==> src/rtl/core/ppe_pkg.sv <==
// Package for the packed pixel palette expander.
// Holds the display mode codes and the per-mode pixel count lookup.
// No dependencies.
`default_nettype none

package ppe_pkg;

   typedef enum logic [2:0] {
      MODE_OFF       = 3'd0,
      MODE_RGB332_X1 = 3'd1,
      MODE_RGB332_X2 = 3'd2,
      MODE_RGB332_X4 = 3'd3,
      MODE_RGB121    = 3'd4,
      MODE_GREY4     = 3'd5,
      MODE_MONO      = 3'd6
   } mode_type;

   localparam logic [7:0] MONO_GREY = 8'hC0;

   // Index of the final pixel that one byte yields in the given mode.
   function automatic logic [2:0] last_index(input mode_type mode);
      logic [2:0] idx;
      idx = 3'd0;
      unique case (mode)
         MODE_RGB332_X1: idx = 3'd0;
         MODE_RGB332_X2: idx = 3'd1;
         MODE_RGB332_X4: idx = 3'd3;
         MODE_RGB121:    idx = 3'd1;
         MODE_GREY4:     idx = 3'd3;
         MODE_MONO:      idx = 3'd7;
         default:        idx = 3'd0;
      endcase
      return idx;
   endfunction

   // True when the mode produces any pixels at all.
   function automatic logic mode_active(input mode_type mode);
      logic act;
      act = 1'b0;
      unique case (mode)
         MODE_RGB332_X1, MODE_RGB332_X2, MODE_RGB332_X4,
         MODE_RGB121, MODE_GREY4, MODE_MONO: act = 1'b1;
         default: act = 1'b0;
      endcase
      return act;
   endfunction

endpackage

`default_nettype wire

==> src/rtl/core/packed_pixel_palette_expander_unit.sv <==
// Top level of the packed pixel palette expander.
// Depends on ppe_pkg for mode codes and the pixel count lookup.
//
// Usage:
//   A byte of packed line-buffer data is taken as a transaction at a rising
//   edge where start is high and busy is low. The byte expands to 1, 2, 4 or
//   8 pixels depending on display_mode, or to none when the mode is off or
//   unused. Pixels leave on the rsp_ ports one per cycle, each marked by a
//   single-cycle rsp_valid strobe; rsp_last_pixel flags the final pixel of
//   the byte. The receiver cannot stall, so every strobe is a delivery.
//   The byte and pixel index are registered at the accepting edge, and each
//   pixel is registered again on the rsp_ ports. Throughput: one pixel per
//   cycle; a byte keeps the block busy until its final pixel (8 pixels in
//   monochrome, 1 in full-width 256-colour mode). The pixel counter is the
//   limiting element: busy drops during the final pixel of a byte, so the
//   next byte follows without a gap. The user must write the display_mode
//   register through csr_write_enable and csr_write_data while the block is
//   idle; the block itself does not enforce this. Reset (synchronous, active
//   high) clears the mode to off and drops any pixels in flight.
`default_nettype none

module packed_pixel_palette_expander_unit (
   input  wire logic       clock,
   input  wire logic       reset,
   input  wire logic       csr_write_enable,
   input  wire logic [2:0] csr_write_data,
   input  wire logic       start,
   output logic            busy,
   input  wire logic [7:0] req_pixel_byte,
   output logic            rsp_valid,
   output logic [7:0]      rsp_red,
   output logic [7:0]      rsp_green,
   output logic [7:0]      rsp_blue,
   output logic            rsp_last_pixel
);
   import ppe_pkg::*;

   mode_type   mode_ff;
   mode_type   item_mode_ff;
   logic [7:0] byte_ff;
   logic [2:0] idx_ff;
   logic [2:0] last_ff;
   logic       active_ff;

   logic       accept;
   logic       at_last;
   logic [7:0] red_in, green_in, blue_in;
   logic [3:0] nibble;
   logic [1:0] grey;
   logic       rsp_valid_ff;
   logic [7:0] red_ff, green_ff, blue_ff;
   logic       last_pixel_ff;

   assign at_last = (idx_ff == last_ff);
   assign busy    = active_ff && !at_last;
   assign accept  = start && !busy;

   always_ff @(posedge clock) begin
      if (reset) begin
         mode_ff <= MODE_OFF;
      end else if (csr_write_enable) begin
         mode_ff <= mode_type'(csr_write_data);
      end
   end

   // Input stage: holds the byte and walks the pixel index across it.
   always_ff @(posedge clock) begin
      if (reset) begin
         active_ff <= 1'b0;
         idx_ff    <= 3'd0;
         last_ff   <= 3'd0;
      end else if (accept) begin
         active_ff <= mode_active(mode_ff);
         idx_ff    <= 3'd0;
         last_ff   <= last_index(mode_ff);
      end else if (busy) begin
         idx_ff    <= idx_ff + 3'd1;
      end else begin
         active_ff <= 1'b0;
      end
   end

   always_ff @(posedge clock) begin
      if (accept) begin
         byte_ff      <= req_pixel_byte;
         item_mode_ff <= mode_ff;
      end
   end

   // Pixel formation for the current index.
   always_comb begin
      nibble   = idx_ff[0] ? byte_ff[7:4] : byte_ff[3:0];
      grey     = 2'(byte_ff >> {idx_ff[1:0], 1'b0});
      red_in   = 8'd0;
      green_in = 8'd0;
      blue_in  = 8'd0;
      unique case (item_mode_ff)
         MODE_RGB332_X1, MODE_RGB332_X2, MODE_RGB332_X4: begin
            red_in   = {byte_ff[7:5], 5'd0};
            green_in = {byte_ff[4:2], 5'd0};
            blue_in  = {byte_ff[1:0], 6'd0};
         end
         MODE_RGB121: begin
            red_in   = {nibble[3], 7'd0};
            green_in = {nibble[2:1], 6'd0};
            blue_in  = {nibble[0], 7'd0};
         end
         MODE_GREY4: begin
            red_in   = {grey, 6'd0};
            green_in = {grey, 6'd0};
            blue_in  = {grey, 6'd0};
         end
         MODE_MONO: begin
            red_in   = byte_ff[idx_ff] ? MONO_GREY : 8'd0;
            green_in = red_in;
            blue_in  = red_in;
         end
         default: begin
            red_in   = 8'd0;
            green_in = 8'd0;
            blue_in  = 8'd0;
         end
      endcase
   end

   always_ff @(posedge clock) begin
      if (reset) begin
         rsp_valid_ff <= 1'b0;
      end else begin
         rsp_valid_ff <= active_ff;
      end
   end

   always_ff @(posedge clock) begin
      red_ff        <= red_in;
      green_ff      <= green_in;
      blue_ff       <= blue_in;
      last_pixel_ff <= at_last;
   end

   assign rsp_valid      = rsp_valid_ff;
   assign rsp_red        = red_ff;
   assign rsp_green      = green_ff;
   assign rsp_blue       = blue_ff;
   assign rsp_last_pixel = last_pixel_ff;

   // While a byte still has pixels left, the next cycle delivers one.
   assert_busy_delivers: assert property (@(posedge clock) disable iff (reset)
      busy |=> rsp_valid)
      else $error("busy without a following pixel");

   // Pixels of one byte leave without gaps.
   assert_no_gap: assert property (@(posedge clock) disable iff (reset)
      (rsp_valid && !rsp_last_pixel) |=> rsp_valid)
      else $error("gap inside a byte's pixel run");

   // Grey and monochrome pixels carry equal components.
   assert_grey_equal: assert property (@(posedge clock) disable iff (reset)
      (active_ff && (item_mode_ff == MODE_GREY4 || item_mode_ff == MODE_MONO))
      |=> (rsp_red == rsp_green && rsp_green == rsp_blue))
      else $error("grey pixel with unequal components");

   // A run never runs past its final index.
   assert_index_bound: assert property (@(posedge clock) disable iff (reset)
      active_ff |-> (idx_ff <= last_ff))
      else $error("pixel index beyond final pixel");

endmodule

`default_nettype wire
==> config.mk <==
export PLATFORM = sky130hd
export DESIGN_NAME = packed_pixel_palette_expander_unit
export DESIGN_NICKNAME = d
export VERILOG_FILES = /design/src/rtl/core/ppe_pkg.sv /design/src/rtl/core/packed_pixel_palette_expander_unit.sv
export SDC_FILE = /design/constraint.sdc
export NUM_CORES = 1
export LEC_CHECK = 0
export BUFFER_PORTS_ARGS = -buffer_cell sky130_fd_sc_hd__buf_2
export CAP_MARGIN = 20
export CORE_MARGIN = 2
export CORE_UTILIZATION = 44
export DETAILED_ROUTE_END_ITERATION = 10
export GPL_ROUTABILITY_DRIVEN = 1
export GPL_TIMING_DRIVEN = 0
export HOLD_SLACK_MARGIN = 0.05
export PLACE_DENSITY = 0.82
export SLEW_MARGIN = 20
export SYNTH_ARGS = -nofsm -noshare
export SYNTH_HDL_FRONTEND = slang
export SYNTH_SLANG_ARGS = --single-unit
==> constraint.sdc <==
create_clock -name clock -period 2 [get_ports clock]
set_clock_uncertainty 0.15 [all_clocks]
set_input_delay 0.6 -clock clock [delete_from_list [all_inputs] [get_ports clock]]
set_output_delay 0.6 -clock clock [all_outputs]
set_load 0.05 [all_outputs]
==> results of run 1 <==
==> cell families (layout without fill, tap and decap cells) <==
| family | after synthesis | after routing | synth area share [%] |
|---|---|---|---|
| flops | 31 | 31 | 48.9 |
| compound gates | 16 | 16 | 8.95 |
| fa+ha+maj | 1 | 1 | 0.837 |
| xor+xnor | 8 | 8 | 5.19 |
| simple gates | 42 | 42 | 13.6 |
| mux | 12 | 12 | 12.0 |
| other cells | 1 | 16 | 0.251 |
| buf+inv | 24 | 69 | 10.4 |
==> per-layer routing <==
metal / vias to the layer above / track usage [%]
li1: 560 / -
met1: 545 / 19.1
met2: 59 / 26.8
met3: 4 / 4.89
met4: 0 / 10.0
met5: - / 0
==> state kept, by name, indices dropped and copies added, names as in the netlist, 2 cells and up <==
name	flops
rsp_blue	2
idx_ff	3
mode_ff	3
last_ff	3
rsp_green	3
rsp_red	3
item_mode_ff	3
byte_ff	8
==> what timing repair did <==
action	4_1_cts	5_1_grt
pin swaps	3	3
hold buffers	0	0
gates cloned	0	0
endpoints found under the setup margin	15	1
gates resized for setup	16	1
setup buffers	8	6
==> layout make-up <==
cell class                      instances  area, um^2  area share, %
Tap cell                               46        57.6           2.87
Clock buffer                            5        37.5           1.87
Sequential cell                        31         753           37.6
Clock inverter                          3        38.8           1.94
Multi-Input combinational cell         95         714           35.7
Buffer                                 19         134           6.68
Inverter                                3        15.0          0.750
Timing Repair Buffer                   39         253           12.6
==> final timing paths <==
path | startpoint | slack (ps) | to | cells past startpoint
setup / recovery | last_ff[2] | -260 | busy | 4
hold / removal | reset | 290 | last_ff[1] | 2
setup reg to reg | idx_ff[0] | 160 | rsp_red[7] | 6
hold reg to reg | byte_ff[5] | 400 | rsp_red[5] | 1
==> power breakdown <==
| group | leakage (nW) | total (mW) | switching, mW | internal, mW |
|---|---|---|---|---|
| Sequential | 0.282 | 0.766 | 0.0456 | 0.721 |
| Clock | 0.0426 | 0.469 | 0.212 | 0.257 |
| Combinational | 0.578 | 0.440 | 0.295 | 0.145 |
==> through the flow <==
step	instance area, um^2	std cells
6_report	2000	241
3_5_place_dp	1760	221
2_1_floorplan	1580	150
4_1_cts	1960	235
5_1_grt	2000	241
3_3_place_gp	1760	221
==> cells in the mapped netlist, drive strengths merged <==
library cell / count / area, um^2
nor3b: 1 / 7.51
dfxtp: 20 / 400
nor2: 14 / 52.6
xnor2: 4 / 35.0
a31oi: 1 / 6.26
edfxtp: 11 / 330
mux2i: 4 / 40.0
o31ai: 1 / 21.3
xor2: 4 / 42.6
or3: 1 / 6.26
nand2: 9 / 33.8
a21oi: 6 / 30.0
nand4b: 1 / 8.76
a211oi: 1 / 7.51
o21ai: 2 / 10.0
buf: 20 / 140
nand2b: 1 / 6.26
and3: 2 / 12.5
ha: 1 / 12.5
nand3b: 1 / 7.51
nand3: 6 / 30.0
mux4: 4 / 93.8
clkbuf: 1 / 3.75
and2: 2 / 12.5
conb: 1 / 3.75
and3b: 1 / 8.76
o41ai: 1 / 27.5
nor3: 2 / 10.0
inv: 3 / 11.3
a311oi: 1 / 8.76
mux2: 4 / 45.0
a22oi: 3 / 22.5
nand4: 1 / 6.26
==> impl_metrics.yaml, run 1 <==
floorplanning:
  start_util_pct: 45.2
  rows: 21
  die_w_um: 62.3
  ioPinCount: 42
  die_area_um2: 3880
  core_area_um2: 3310
  die_h_um: 62.3
status:
  status: "finished with violations"
  violations: "negative setup slack"
clocking:
  clock_sinks: 31
  numCtsBuffers: 5
  clkSlewWorstSetupHoldPaths_ps: 90
  cts_tree: "done"
  clkLatencyLatePin_ps: 320
  clock_path_buffers: 2
  clockRootBuffer: "clkbuf_4"
  cts_max_level: 2
power:
  p_total_mw: 1.68
  power_leakage_nw: 0.902
  ir_drop_uv: 400
  p_per_area_nw_per_um2: 836
grt:
  grt_overflow_total: 0
  grt_usage_pct: 16.4
  grt_max_degree: 16
  grt_pass1_wl_um: 4960
  antenna_found_initial: 0
  first_global_vias: 1100
drt:
  viasPerCell: 4.85
  wl_met3_um: 247
  drcViolationCount: 0
  num_vias: 1168
  drt_pass1_iterations: 5
  drt_iter0_drc: 48
  drtAntennaViolNets: 0
  met1Wirelength_um: 1350
  wl_met2_um: 1500
  wl_per_cell_um: 13.0
  drt_wl_total_um: 3140
  top_layer: "met4"
layout:
  area_growth_pct: 34.0
  drive_gt1_share_pct: 42.6
  most-common-layout-cells: "buf_4 (29), buf_2 (26), conb_1 (16)"
  fin_util_pct: 60.5
  final_common_cell: "buf_4"
  num-fill-cells: 297
  num-nets-final: 210
  antenna_cells: 0
sta:
  rsz0062_at_grt: "true"
  finalSetupViolCount: 1
  hold_viol: 0
  setup_ws_ps: -262
  min_period_ps: 2260
  whs_ps: 287
  setup_tns_ps: -262
  maxSlewHeadroom_pct: 63.3
  tightestPinTransition_ps: 549
  drv_slew: 0
  final.period_utilization_pct: 113
  fmax_mhz: 442
place:
  pre_cts_slack_ps: -300
  io_buffers: 25
  dp_hpwl_um: 1880
  place_congestion: 0.885
setup_path:
  cp.required_ps: 1250
  path_class: "reg2out"
  path_cells: "xor2_4 > o31ai_4 > clkinvlp_4 > buf_8"
  crit_path_max_incr_delay_ps: 380
  critPathLaunchType: "register"
  arrival_ps: 1510
  crit_slowest_cell: "dfxtp_4"
  crit_family: "flip-flops"
  end_kind: "output pin"
  crit_buf_inv: 2
  cp_max_fo: 2
synthesis:
  synth-warning-count: 0
  synth_area_per_cell_um2: 11.1
  yosysUniqueCellTypes: 36
  ys_seq_area_share_pct: 48.9
  syn_inst: 135
  synth_area_um2: 1500
  synth_seq_cells: 31
min_path:
  holdCritPathClass: "in2reg"
run:
  drv_cap: 0
No activity file was read; power rests on OpenSTA's default activity.
==> inputs of run 2 (changes only) <==
Settings changed: CORE_MARGIN 2 to 4, PLACE_DENSITY 0.82 to unset, PLACE_DENSITY_LB_ADDON set to 0.2.
==> impl_metrics.yaml, run 2 (synthesis gave the netlist of run 1 again) <==
setup_path:
  worstReg2RegEnd: "rsp_red[7]"
  crit_slowest_cell: "dfxtp_4"
  path_cells: "xor2_4 > o31ai_4 > clkinvlp_4 > buf_8"
  cp_max_fo: 3
  arrival_ps: 1520
  end_kind: "output pin"
  critPathLaunchType: "register"
  crit_path_max_incr_delay_ps: 380
  r2r_cells: 6
  ff2ff_setup_slack_ps: 180
  rr_startpoint: "idx_ff[0]"
  path_class: "reg2out"
  cp.required_ps: 1250
grt:
  grt_max_degree: 16
  first_global_vias: 982
  antenna_found_initial: 0
  grt_pass1_wl_um: 4600
  grt_overflow_total: 0
  grt_usage_pct: 14.3
layout:
  final_common_cell: "buf_4"
  instances_no_fill: 237
  drive_gt1_share_pct: 42.0
  antenna_cells: 0
  design_area_um2: 1960
  num-nets-final: 208
  num-fill-cells: 273
  regMostFlops: "byte_ff"
  most-common-layout-cells: "buf_4 (27), buf_2 (26), conb_1 (16)"
  largest_reg_flops: 8
  area_growth_pct: 31.4
drt:
  viasPerCell: 4.55
  wl_met2_um: 1340
  drcViolationCount: 0
  wl_met3_um: 237
  drtAntennaViolNets: 0
  drt_wl_total_um: 2810
  top_layer: "met4"
  drt_iter0_drc: 32
  drt_pass1_iterations: 4
  wl_per_cell_um: 11.9
  num_vias: 1079
  met1Wirelength_um: 1180
clocking:
  clkSlewWorstSetupHoldPaths_ps: 90
  clock_sinks: 31
  cts_tree: "done"
  cts_max_level: 2
  clock_path_buffers: 2
  clkLatencyLatePin_ps: 320
  numCtsBuffers: 5
  cts_hold_buf: 0
  clockRootBuffer: "clkbuf_4"
place:
  place_inst: 219
  placed_area_um2: 1760
  dp_hpwl_um: 1990
  pre_cts_slack_ps: -310
  place_congestion: 0.837
  io_buffers: 25
sta:
  min_period_ps: 2270
  whs_ps: 277
  final.period_utilization_pct: 113
  maxSlewHeadroom_pct: 64.3
  rsz0062_at_grt: "true"
  finalSetupViolCount: 1
  tightestPinTransition_ps: 535
  setup_ws_ps: -265
  hold_viol: 0
  fmax_mhz: 441
  drv_slew: 0
power:
  p_per_area_nw_per_um2: 816
  power_leakage_nw: 0.884
  ir_drop_uv: 429
  p_total_mw: 1.60
floorplanning:
  die_area_um2: 4400
  ioPinCount: 42
  core_area_um2: 3150
  die_h_um: 66.3
  start_util_pct: 47.4
  rows: 20
  die_w_um: 66.3
min_path:
  min-delay-start: "reset"
  holdCritPathClass: "in2reg"
  hold-path-endpoint: "last_ff[1]"
  hold_depth: 2
run:
  drv_cap: 0
status:
  status: "finished with violations"
  violations: "negative setup slack"
[run 2: cell types whose count changed in the layout (fill, tap and decap cells not counted)]
cell / delta
xor2_2: +1
bufinv_16: -1
clkinv_2: -1
dfxtp_4: -1
buf_4: -2
clkbuf_8: +2
xor2_4: -1
dfxtp_2: +1
clkbuf_1: +1
clkinv_1: -1
[run 2: worst max path at each step]
stage	startpoint	endpoint	slack, ps	cells after the start
finish	last_ff[1]	busy	-270	4
global placement	start	last_ff[2]	-250	5
global route	last_ff[1]	busy	-350	4
CTS	idx_ff[2]	busy	-260	4
floorplan	idx_ff[1]	busy	-40	4
detailed placement	start	last_ff[1]	-310	5
[run 2: critical path: cells and delay by family, from the launching register on]
| kind | cells | cell delay [ps] |
|---|---|---|
| AOI/OAI and AO/OA | 1 | 300 |
| DFF | 1 | 380 |
| xor gates and xnor gates | 1 | 200 |
| buffers and inverters | 2 | 310 |
[run 2: layout make-up]
cell class	count	area [um^2]	area share (%)
Sequential cell	31	751	38.2
Multi-Input combinational cell	95	703	35.8
Timing Repair Buffer	37	238	12.1
Buffer	19	134	6.82
Clock buffer	8	68.8	3.50
Tap cell	44	55.1	2.80
Inverter	3	15.0	0.764
[run 2: metrics by stage]
stage | TNS (ps) | utilization (%)
after floorplan | -35.7 | -
after global placement | -3400 | 55.9
after detailed placement | -4240 | 55.9
after CTS | -261 | 61.2
after global routing | -353 | 62.3
final | -265 | 62.3
[run 2: what timing repair did]
| item | in CTS | in global routing |
|---|---|---|
| resized for setup | 13 | 2 |
| pin swaps | 3 | 1 |
| buffers inserted | 8 | 4 |
| setup endpoints to repair | 15 | 1 |
[run 2: routing by layer]
metal  track usage [%]  up-vias
met5                 0        -
met4              8.12        0
met3              4.76        7
met2              22.7       39
met1              16.7      475
li1                  -      558
[run 2: report_power, final]
group	switching, mW	total [mW]	internal [mW]
clock network	0.201	0.408	0.207
logic	0.289	0.429	0.140
registers	0.0447	0.766	0.721
